[src/hdl/afp_pkg.sv]
package afp_pkg;

  localparam int unsigned CFG_IDX_W = 2;

  localparam logic [CFG_IDX_W-1:0] CFG_HEADER_BYTE      = 2'd0;
  localparam logic [CFG_IDX_W-1:0] CFG_ANGLE_FRAME_TYPE = 2'd1;

  localparam logic [7:0] HEADER_RESET = 8'h55;
  localparam logic [7:0] ANGLE_TYPE_RESET = 8'h53;

  localparam logic [3:0] POS_HEADER = 4'd0;
  localparam logic [3:0] POS_TYPE = 4'd1;
  localparam logic [3:0] POS_PAYLOAD_FIRST = 4'd2;
  localparam logic [3:0] POS_PAYLOAD_LAST = 4'd7;
  localparam logic [3:0] POS_CHECKSUM = 4'd10;

  localparam int unsigned PAYLOAD_BYTES = 6;

  // raw * 18000 / 32768 gives centidegrees
  localparam logic signed [15:0] CDEG_SCALE = 16'sd18000;
  localparam logic [15:0] YAW_WRAP = 16'd36000;

  typedef enum logic [1:0] {
    ST_ANGLES   = 2'd0,
    ST_OTHER    = 2'd1,
    ST_CSUM_ERR = 2'd2
  } status_t;

  typedef struct packed {
    logic done;
    logic csum_ok;
    logic type_match;
  } frame_evt_t;

  typedef logic [PAYLOAD_BYTES-1:0][7:0] payload_t;

endpackage

[src/hdl/afp_frame_tracker.sv]
module afp_frame_tracker (
  input  logic              clk,
  input  logic              rst,
  input  logic              go,
  input  logic [7:0]        rx_q,
  input  logic [7:0]        header_byte,
  input  logic [7:0]        angle_frame_type,
  output afp_pkg::frame_evt_t evt,
  output afp_pkg::payload_t payload
);

  logic [3:0] pos;
  logic [3:0] pos_next;
  logic [7:0] sum;
  logic [7:0] sum_next;
  logic [7:0] type_byte;
  logic [2:0] slot;

  assign slot = 3'(pos - afp_pkg::POS_PAYLOAD_FIRST);

  assign evt.done = (pos == afp_pkg::POS_CHECKSUM);
  assign evt.csum_ok = (rx_q == sum);
  assign evt.type_match = (type_byte == angle_frame_type);

  always_comb begin
    pos_next = pos;
    sum_next = sum;
    if (pos == afp_pkg::POS_HEADER) begin
      if (rx_q == header_byte) begin
        pos_next = afp_pkg::POS_TYPE;
        sum_next = rx_q;
      end
    end else if (pos < afp_pkg::POS_CHECKSUM) begin
      pos_next = pos + 4'd1;
      sum_next = sum + rx_q;
    end else begin
      pos_next = afp_pkg::POS_HEADER;
      sum_next = 8'd0;
    end
  end

  always_ff @(posedge clk) begin
    if (rst) begin
      pos <= afp_pkg::POS_HEADER;
      sum <= 8'd0;
    end else if (go) begin
      pos <= pos_next;
      sum <= sum_next;
    end
  end

  always_ff @(posedge clk) begin
    if (go) begin
      if (pos == afp_pkg::POS_TYPE) begin
        type_byte <= rx_q;
      end
      if (pos >= afp_pkg::POS_PAYLOAD_FIRST && pos <= afp_pkg::POS_PAYLOAD_LAST) begin
        payload[slot] <= rx_q;
      end
    end
  end

endmodule

[src/hdl/afp_angle_conv.sv]
module afp_angle_conv (
  input  logic [7:0]  lo,
  input  logic [7:0]  hi,
  input  logic        wrap_neg,
  output logic [15:0] cdeg
);

  logic signed [15:0] raw;
  logic signed [31:0] prod;
  logic [15:0] scaled;

  assign raw = $signed({hi, lo});
  assign prod = raw * afp_pkg::CDEG_SCALE;
  // floor division by 32768; result fits in 16 bits
  assign scaled = prod[30:15];
  assign cdeg = (wrap_neg && raw[15]) ? 16'(scaled + afp_pkg::YAW_WRAP) : scaled;

endmodule

[src/hdl/imu_angle_frame_parser_unit.sv]
// Serial angle-frame parser. One rx_byte beat is taken per clock while in_ready is
// high; each byte passes an input register and the frame tracker, and the checksum
// byte of an 11-byte frame then loads the result register unless a result beat that
// is not yet taken holds it, so the block sustains one byte per cycle while out_ready
// is high. A byte that should be a header but is not is dropped. A completed frame
// gives one result beat: status 0 with fresh angles, 1 for a good frame of another
// type, 2 for a bad checksum; in the last two cases the held angles are shown
// unchanged. Angles are in centidegrees, yaw wrapped to 0..35999. Configuration writes
// are always ready and are meant to be made while no frame is in flight.
module imu_angle_frame_parser_unit (
  input  logic                           clk,
  input  logic                           rst,
  input  logic                           in_valid,
  output logic                           in_ready,
  input  logic [7:0]                     rx_byte,
  output logic                           out_valid,
  input  logic                           out_ready,
  output logic [1:0]                     frame_status,
  output logic signed [15:0]             roll_cdeg,
  output logic signed [15:0]             pitch_cdeg,
  output logic [15:0]                    yaw_cdeg,
  input  logic                           cfg_valid,
  output logic                           cfg_ready,
  input  logic [afp_pkg::CFG_IDX_W-1:0]  cfg_index,
  input  logic [7:0]                     cfg_data
);

  logic [7:0] header_byte;
  logic [7:0] angle_frame_type;
  logic [7:0] rx_q;
  logic rx_q_valid;
  logic go;
  afp_pkg::frame_evt_t evt;
  afp_pkg::payload_t payload;
  logic [15:0] roll_conv;
  logic [15:0] pitch_conv;
  logic [15:0] yaw_conv;
  afp_pkg::status_t status;
  afp_pkg::status_t status_next;
  logic [15:0] held_roll;
  logic [15:0] held_pitch;
  logic [15:0] held_yaw;

  assign cfg_ready = 1'b1;

  always_ff @(posedge clk) begin
    if (rst) begin
      header_byte <= afp_pkg::HEADER_RESET;
      angle_frame_type <= afp_pkg::ANGLE_TYPE_RESET;
    end else if (cfg_valid) begin
      unique case (cfg_index)
        afp_pkg::CFG_HEADER_BYTE: header_byte <= cfg_data;
        afp_pkg::CFG_ANGLE_FRAME_TYPE: angle_frame_type <= cfg_data;
        default: ;
      endcase
    end
  end

  assign go = rx_q_valid && (!evt.done || !out_valid || out_ready);
  assign in_ready = !rx_q_valid || go;

  always_ff @(posedge clk) begin
    if (rst) begin
      rx_q_valid <= 1'b0;
    end else if (in_ready) begin
      rx_q_valid <= in_valid;
    end
  end

  always_ff @(posedge clk) begin
    if (in_valid && in_ready) begin
      rx_q <= rx_byte;
    end
  end

  afp_frame_tracker u_tracker (
    .clk              (clk),
    .rst              (rst),
    .go               (go),
    .rx_q             (rx_q),
    .header_byte      (header_byte),
    .angle_frame_type (angle_frame_type),
    .evt              (evt),
    .payload          (payload)
  );

  afp_angle_conv u_roll (
    .lo (payload[0]), .hi (payload[1]), .wrap_neg (1'b0), .cdeg (roll_conv)
  );

  afp_angle_conv u_pitch (
    .lo (payload[2]), .hi (payload[3]), .wrap_neg (1'b0), .cdeg (pitch_conv)
  );

  afp_angle_conv u_yaw (
    .lo (payload[4]), .hi (payload[5]), .wrap_neg (1'b1), .cdeg (yaw_conv)
  );

  always_comb begin
    if (!evt.csum_ok) begin
      status_next = afp_pkg::ST_CSUM_ERR;
    end else if (evt.type_match) begin
      status_next = afp_pkg::ST_ANGLES;
    end else begin
      status_next = afp_pkg::ST_OTHER;
    end
  end

  always_ff @(posedge clk) begin
    if (rst) begin
      out_valid <= 1'b0;
      held_roll <= 16'd0;
      held_pitch <= 16'd0;
      held_yaw <= 16'd0;
    end else begin
      if (go && evt.done) begin
        out_valid <= 1'b1;
        if (status_next == afp_pkg::ST_ANGLES) begin
          held_roll <= roll_conv;
          held_pitch <= pitch_conv;
          held_yaw <= yaw_conv;
        end
      end else if (out_ready) begin
        out_valid <= 1'b0;
      end
    end
  end

  always_ff @(posedge clk) begin
    if (go && evt.done) begin
      status <= status_next;
    end
  end

  assign frame_status = status;
  assign roll_cdeg = $signed(held_roll);
  assign pitch_cdeg = $signed(held_pitch);
  assign yaw_cdeg = held_yaw;

endmodule

[config.mk]
export PLATFORM = sky130hd
export DESIGN_NAME = imu_angle_frame_parser_unit
export DESIGN_NICKNAME = d
export VERILOG_FILES = /design/src/hdl/afp_pkg.sv /design/src/hdl/afp_frame_tracker.sv /design/src/hdl/afp_angle_conv.sv /design/src/hdl/imu_angle_frame_parser_unit.sv
export SDC_FILE = /design/constraint.sdc
export NUM_CORES = 1
export LEC_CHECK = 0
export BUFFER_PORTS_ARGS = -buffer_cell sky130_fd_sc_hd__buf_2
export CORE_MARGIN = 8
export CORE_UTILIZATION = 40
export DETAILED_ROUTE_END_ITERATION = 16
export PLACE_DENSITY = 0.59
export SLEW_MARGIN = 20
export SYNTH_ARGS = -nofsm -noshare
export SYNTH_HDL_FRONTEND = slang
export SYNTH_HIERARCHICAL = 1
export SYNTH_SLANG_ARGS = --single-unit
[constraint.sdc]
create_clock -name clk -period 6.1 [get_ports clk]
set_input_delay 0.305 -clock clk [delete_from_list [all_inputs] [get_ports clk]]
set_output_delay 0.305 -clock clk [all_outputs]
set_load 0.01 [all_outputs]
# --- Word-level counts from Yosys, hierarchy flattened ---
# Index checks and enable logic that the tools add are counted.
op_classes:
  n_mul: 3
  eq_ne: 7
  n_mux: 14
  add_sub_neg: 4
  reduce_logical: 21
  order_cmp: 5
op_table:
  columns: ["cell", "n"]
  rows:
  - ["16-bit by 12-bit multiplier with 27-bit output, second input constant", 3]
  - ["48-bit bitwise mux", 1]
  - ["8-bit 2-to-1 mux", 4]
  - ["8-bit demux with 3-bit select", 1]
  - ["8-bit == test", 3]
  - ["16-bit adder, second input constant", 1]
  - ["16-bit 2-to-1 mux", 1]
  - ["4-bit 2-to-1 mux", 3]
  - ["2-bit AND reduction", 6]
  - ["8-bit adder", 1]
  - ["1-bit logical AND", 5]
  - ["4-bit by 1-bit adder with 4-bit output, second input constant", 1]
  - ["4-bit by 1-bit == test with 1-bit output, second input constant", 1]
  - ["4-bit == test, second input constant", 1]
  - ["4-bit by 2-bit >= comparator with 1-bit output, second input constant", 1]
  - ["4-bit by 3-bit less-or-equal comparator with 1-bit output, second input constant", 1]
  - ["2-bit logical NOT", 2]
  - ["4-bit logical NOT", 1]
  - ["3-bit by 4-bit less-than comparator with 1-bit output, second input constant", 1]
  - ["4-bit less-than comparator, second input constant", 1]
  - ["3-bit by 1-bit >= comparator with 1-bit output, second input constant", 1]
  - ["1-bit logical NOT", 3]
  - ["1-bit logical OR", 3]
  - ["1-bit 2-to-1 mux", 3]
  - ["5 further kinds", 5]
totals:
  out_inout_bits: 53
  register_bits: 144
  wordCells: 72

# --- Logic depth before layout (Yosys ltp) ---
depth:
  ltp_word: 7
  depth_mapped: 22
  depth_no_buf: 22

# --- Hierarchy ---
# The synthesis kept the hierarchy.
modules_own_cells:
  columns: ["module", "area_each_um2", "cells_per_inst", "seq_area_each_um2", "instances"]
  rows:
  - ["afp_angle_conv at u_roll", 3261.9, 364, 0.0, 1]
  - ["afp_angle_conv at u_yaw", 3171.8, 351, 0.0, 1]
  - ["imu_angle_frame_parser_unit", 3148.0, 294, 1621.6, 1]
  - ["afp_angle_conv at u_pitch", 3072.9, 330, 0.0, 1]
  - ["afp_frame_tracker", 2884.0, 204, 1921.8, 1]

# --- Worst setup path before layout ---
# OpenSTA, ideal clock, no wires.
synth_timing:
  path_kind: "flip-flop to flip-flop"
  from: "reg u_tracker/payload[37] (netlist bit)"
  to: "reg held_yaw[15], in the netlist yaw_cdeg[15]"
  n_path_buf: 0
  required_time_ps: 6028
  path_slack_ps: 1071
  stages_incl_launch_ff: 20
  arrival_ps: 4958
  cell_sequence: "edfxtp_1 > ha_1 > inv_1 > fa_1 > inv_1 > fa_1 > fa_1 > ha_1 > or2_2 > a211o_1 > and2_1 > a41oi_1 > xnor2_1 > ha_1 > a21o_1 > a311o_1 > a41oi_2 > xnor2_1 > nand2b_1 > mux2i_1"
synth_between:
  elab_chain_len: 3
synth_rtl:
  columns: ["item", "line", "rtl"]
  rows:
  - ["start: declaration", "afp_frame_tracker.sv:9", "output afp_pkg::payload_t payload"]
  - ["start signal: indexed assignment", "afp_frame_tracker.sv:58", "payload[slot] <= rx_q;"]
  - ["16-bit by 12-bit multiplier with 27-bit output (*)", "afp_angle_conv.sv:13", "assign prod = raw * afp_pkg::CDEG_SCALE;"]
  - ["16-bit adder", "afp_angle_conv.sv:16", "assign cdeg = (wrap_neg && raw[15]) ? 16'(scaled + afp_pkg::YAW_WRAP) : scaled;"]
  - ["16-bit 2-to-1 mux (*)", "afp_angle_conv.sv:16", null]
  - ["named net yaw_conv[15]", "imu_angle_frame_parser_unit.sv:37", "logic [15:0] yaw_conv;"]
  - ["end signal: assignment", "imu_angle_frame_parser_unit.sv:121", "held_yaw <= yaw_conv;"]
  - ["end: declaration", "imu_angle_frame_parser_unit.sv:42", "logic [15:0] held_yaw;"]
# Mark *: on every way through the listed nets, which the timed path passes. The rest lies on a longest branch.
# A chain may end at the register's enable or synchronous reset.

# --- Worst setup path after layout ---
# Ends and elaborated chain as after synthesis.

==> key figures <==
Detailed routing
  • DR iter-0 viols: 521
  • Drt total wl: 33,300 um
  • Avg Vias per Cell: 5.19
  • Drc violations: 0
  • Routed Antenna Nets: 0
  • Via count of the routed design: 11,100
  • 1st-pass router iterations: 5
  • Routed len/inst: 15.6 um

Synth
  • EDFF count, synth: 66
  • XOR/XNOR Fraction of Synth Area: 7.38%
  • Adder-cell share of the synthesized area: 33.6%
  • YS warnings: 6
  • Asr flop ratio synth: 0%
  • Mux cell area share after synthesis: 5.96%
  • Main synth FF type: dfxtp_1
  • Synth top area share: 20.0%
  • Compound-Gate Fraction of Synth Area: 11.9%
  • Mapped Cells: 1,543
  • Share of the yosys chip area belonging to registers: 22.8%
  • Synthesis-stage register bit count: 144
  • Post-Syn Area: 15,500 sq um
  • Synth Area in Simple Gates: 12.7%
  • Synth cell types: 97
  • Largest family of logic cells by synthesized area: adder cells
  • Largest area contributor in the netlist: ha_1
  • Syn_area_per_cell: 10.1 sq um
  • Synth top area cells: ha_1 (20%), fa_1 (14%), edfxtp_1 (13%), dfxtp_1 (10%), xnor2_1 (5.1%)

Power
  • Internal: 0.00164 W
  • NetSw: 0.000571 W
  • LEAKAGE: 7.61 nW
  • Power share of the clock group: 49.1%
  • Reg power frac: 47.2%
  • Worst VDD drop: 0.000215 V
  • Sw Ratio: 25.8%
  • Pwr Density: 130 nW/um^2
  • Power share of the combinational group: 3.7%

Worst hold path
  • Worst hold endpoint: rx_q[0]
  • Min-delay src: rx_byte[0]
  • Hold Crit Class: primary input to register
  • Hold Crit Depth: 1

Placement
  • DP HPWL: 26,000 um
  • Gp weighted congestion: 0.811
  • I/O Buffers: 74

Setup path
  • Crit end category: register
  • Worst reg2reg setup slack: 0.66 ns
  • Worst Path Class, Setup: register to register
  • FF-to-FF Start: u_tracker/payload[37]
  • Slowest-stage cell, CP: fa_1
  • Startpoint types: register
  • Crit path DAT: 5.82 ns
  • Max incr delay on CP: 0.50 ns
  • CP required: 6.48 ns
  • Worst R2R End: yaw_cdeg[15]
  • R2r worst-path depth: 19
  • Cell Chain, Critical Path: ha_1, inv_1, fa_1, inv_1, fa_1, fa_1, ha_1, or2_2, a211o_1, and2_1, a41oi_1, xnor2_1, ha_1, a21o_1, a311o_1, a41oi_2, xnor2_1, nand2b_1, mux2i_1
  • Critical Path Fanout Max: 5

Status
  • Status: completed

Timing
  • Slew headroom: 27.9%
  • Fin crit share: 89.2%
  • Unrepaired setup endpoints after global routing: false
  • Setup TNS: 0 ns
  • Clk_skew: 0.0147 ns
  • FMAX: 184 MHz
  • Worst hold slack: 0.0324 ns
  • Max-slew violations: 0
  • Slew @ Worst Pin: 1.07 ns
  • Setup violators final: 0
  • Final hold viol count: 0
  • Tmin final: 5.44 ns

Finish
  • Share of layout cells above drive strength 1: 11.5%
  • Final #Nets: 1,984
  • Most common cell after layout, fill and taps aside: ha_1
  • Commonest non-fill, non-tap cells in the layout: ha_1 (248), inv_1 (167), fa_1 (106), nand2b_1 (102), xnor2_1 (90)
  • Layout fillers: 3,769
  • Ant diodes: 0
  • Area Growth Syn to Fin: 9.59%

CTS
  • CTS Buffer Depth: 2
  • TritonCTS clock tree: done
  • Clock Sinks: 144
  • Htree depth: 4
  • Setup Buffers After CTS: 0
  • CTS clk-pin slew, worst paths: 0.07 ns
  • CTS Buf Count: 17
  • Clk_lat worst skew: 0.45 ns
  • Clk root buf: clkbuf_16

GRT
  • Global route total overflow: 0
  • Vias in the first global route: 11,300
  • Initial antenna violation count: 0
  • Maximum number of pins on one net before global-route repair: 128
  • Total global-route track usage: 15.2%
  • First-pass GRT wire length: 56,100 um

Floorplanning
  • Io pins: 76
  • Die H: 213 um
  • Die ar.: 45,400 sq um
  • Core Rows: 72
  • Core footprint: 38,500 sq um
  • Chip width: 213 um
  • Starting Density: 40.4%

Job
  • Max Cap Violations: 0
-- through the flow --
stage,area (sq um),util [%],power [W],setup slack (ns),cells
2_1_floorplan,15600,-,0.00112,1.07,1547
3_3_place_gp,16400,42.7,0.00115,0.786,2105
3_5_place_dp,16400,42.7,0.00115,0.683,2105
4_1_cts,17000,44.2,0.00225,0.653,2137
5_1_grt,17000,44.3,0.00230,0.278,2138
6_report,17000,44.3,0.00222,0.658,2138
-- synthesized netlist by cell type (9+ instances only) --
cell type,number
a211o_1,13
a211oi_1,11
a21o_1,21
a21oi_1,56
a31oi_1,10
and3_1,9
clkbuf_1,21
dfxtp_1,78
edfxtp_1,66
fa_1,106
ha_1,248
inv_1,167
mux2_2,18
mux2i_1,70
nand2_1,71
nand2b_1,102
nand3_1,20
nand4_1,13
nor2_1,74
nor2b_1,9
nor3_1,11
o211ai_1,9
o21ai_0,32
xnor2_1,90
xor2_1,41
-- repair_timing --
action | 4_1_cts | 5_1_grt
resized for setup | 0 | 0
endpoints found under the setup margin | 0 | 0
endpoints found under the hold margin | 0 | 1
hold buffers | 0 | 1
-- logic make-up (layout without fill, tap and decap cells) --
group / count (synthesis) / in the layout
other cells: 2 / 6
fa+ha+maj: 354 / 354
simple gates: 365 / 365
xor+xnor: 131 / 131
buf+inv: 210 / 283
flops: 144 / 144
mux: 89 / 89
compound gates: 248 / 248
-- layer usage --
layer	GRT usage [%]	share of wire, %	wire length (um)
met1	19.5	48	15900
met2	26.0	47	15800
met3	2.64	3.7	1230
met4	3.71	1.4	468
met5	0	0	0
-- final cells by class --
class | instances | area (sq um) | share of cell area (%)
multi-input cells | 1193 | 11200 | 65.5
flip-flops and latches | 144 | 3540 | 20.8
well taps | 518 | 648 | 3.81
inverters | 167 | 627 | 3.68
repair buffers | 84 | 454 | 2.67
clock buffers | 17 | 425 | 2.50
clock inverters | 15 | 170 | 0.999
-- power groups by stage --
stage / combinational [W] / sequential, W / clock, W
detailed placement: 0.0000826 / 0.00107 / 0
global route: 0.0000926 / 0.00105 / 0.00116
floorplan: 0.0000623 / 0.00105 / 0
finish: 0.0000830 / 0.00105 / 0.00109
global placement: 0.0000813 / 0.00107 / 0
CTS: 0.0000827 / 0.00105 / 0.00112
-- critical path, delay by kind of cell (launching register included) --
family                   cells  cell delay, ns
adder cells (fa/ha/maj)      6            2.40
AO/OA/AOI/OAI                5            1.40
XOR/XNOR                     2            0.30
flip-flops                   1            0.49
buffers and inverters        2            0.11
AND/OR/NAND/NOR              3            0.57
multiplexers                 1            0.11
-- worst max path at each step --
stage	from	end	slack, ns	depth (start not counted)
after floorplan	u_tracker/payload[37]	yaw_cdeg[15]	1.07	19
after global placement	u_tracker/payload[37]	yaw_cdeg[15]	0.79	19
after detailed placement	u_tracker/payload[37]	yaw_cdeg[15]	0.68	19
after CTS	u_tracker/payload[37]	yaw_cdeg[15]	0.65	19
after global routing	u_tracker/payload[37]	yaw_cdeg[15]	0.28	19
final	u_tracker/payload[37]	yaw_cdeg[15]	0.66	19
-- state kept, by name, indices dropped and copies added (netlist names) --
register,flops
rx_q,8
u_tracker/pos,4
u_tracker/payload,48
rx_q_valid,1
pitch_cdeg,16
out_valid,1
yaw_cdeg,16
angle_frame_type,8
roll_cdeg,16
frame_status,2
u_tracker/type_byte,8
u_tracker/sum,8
header_byte,8
Power figures use the tool's default switching activity.
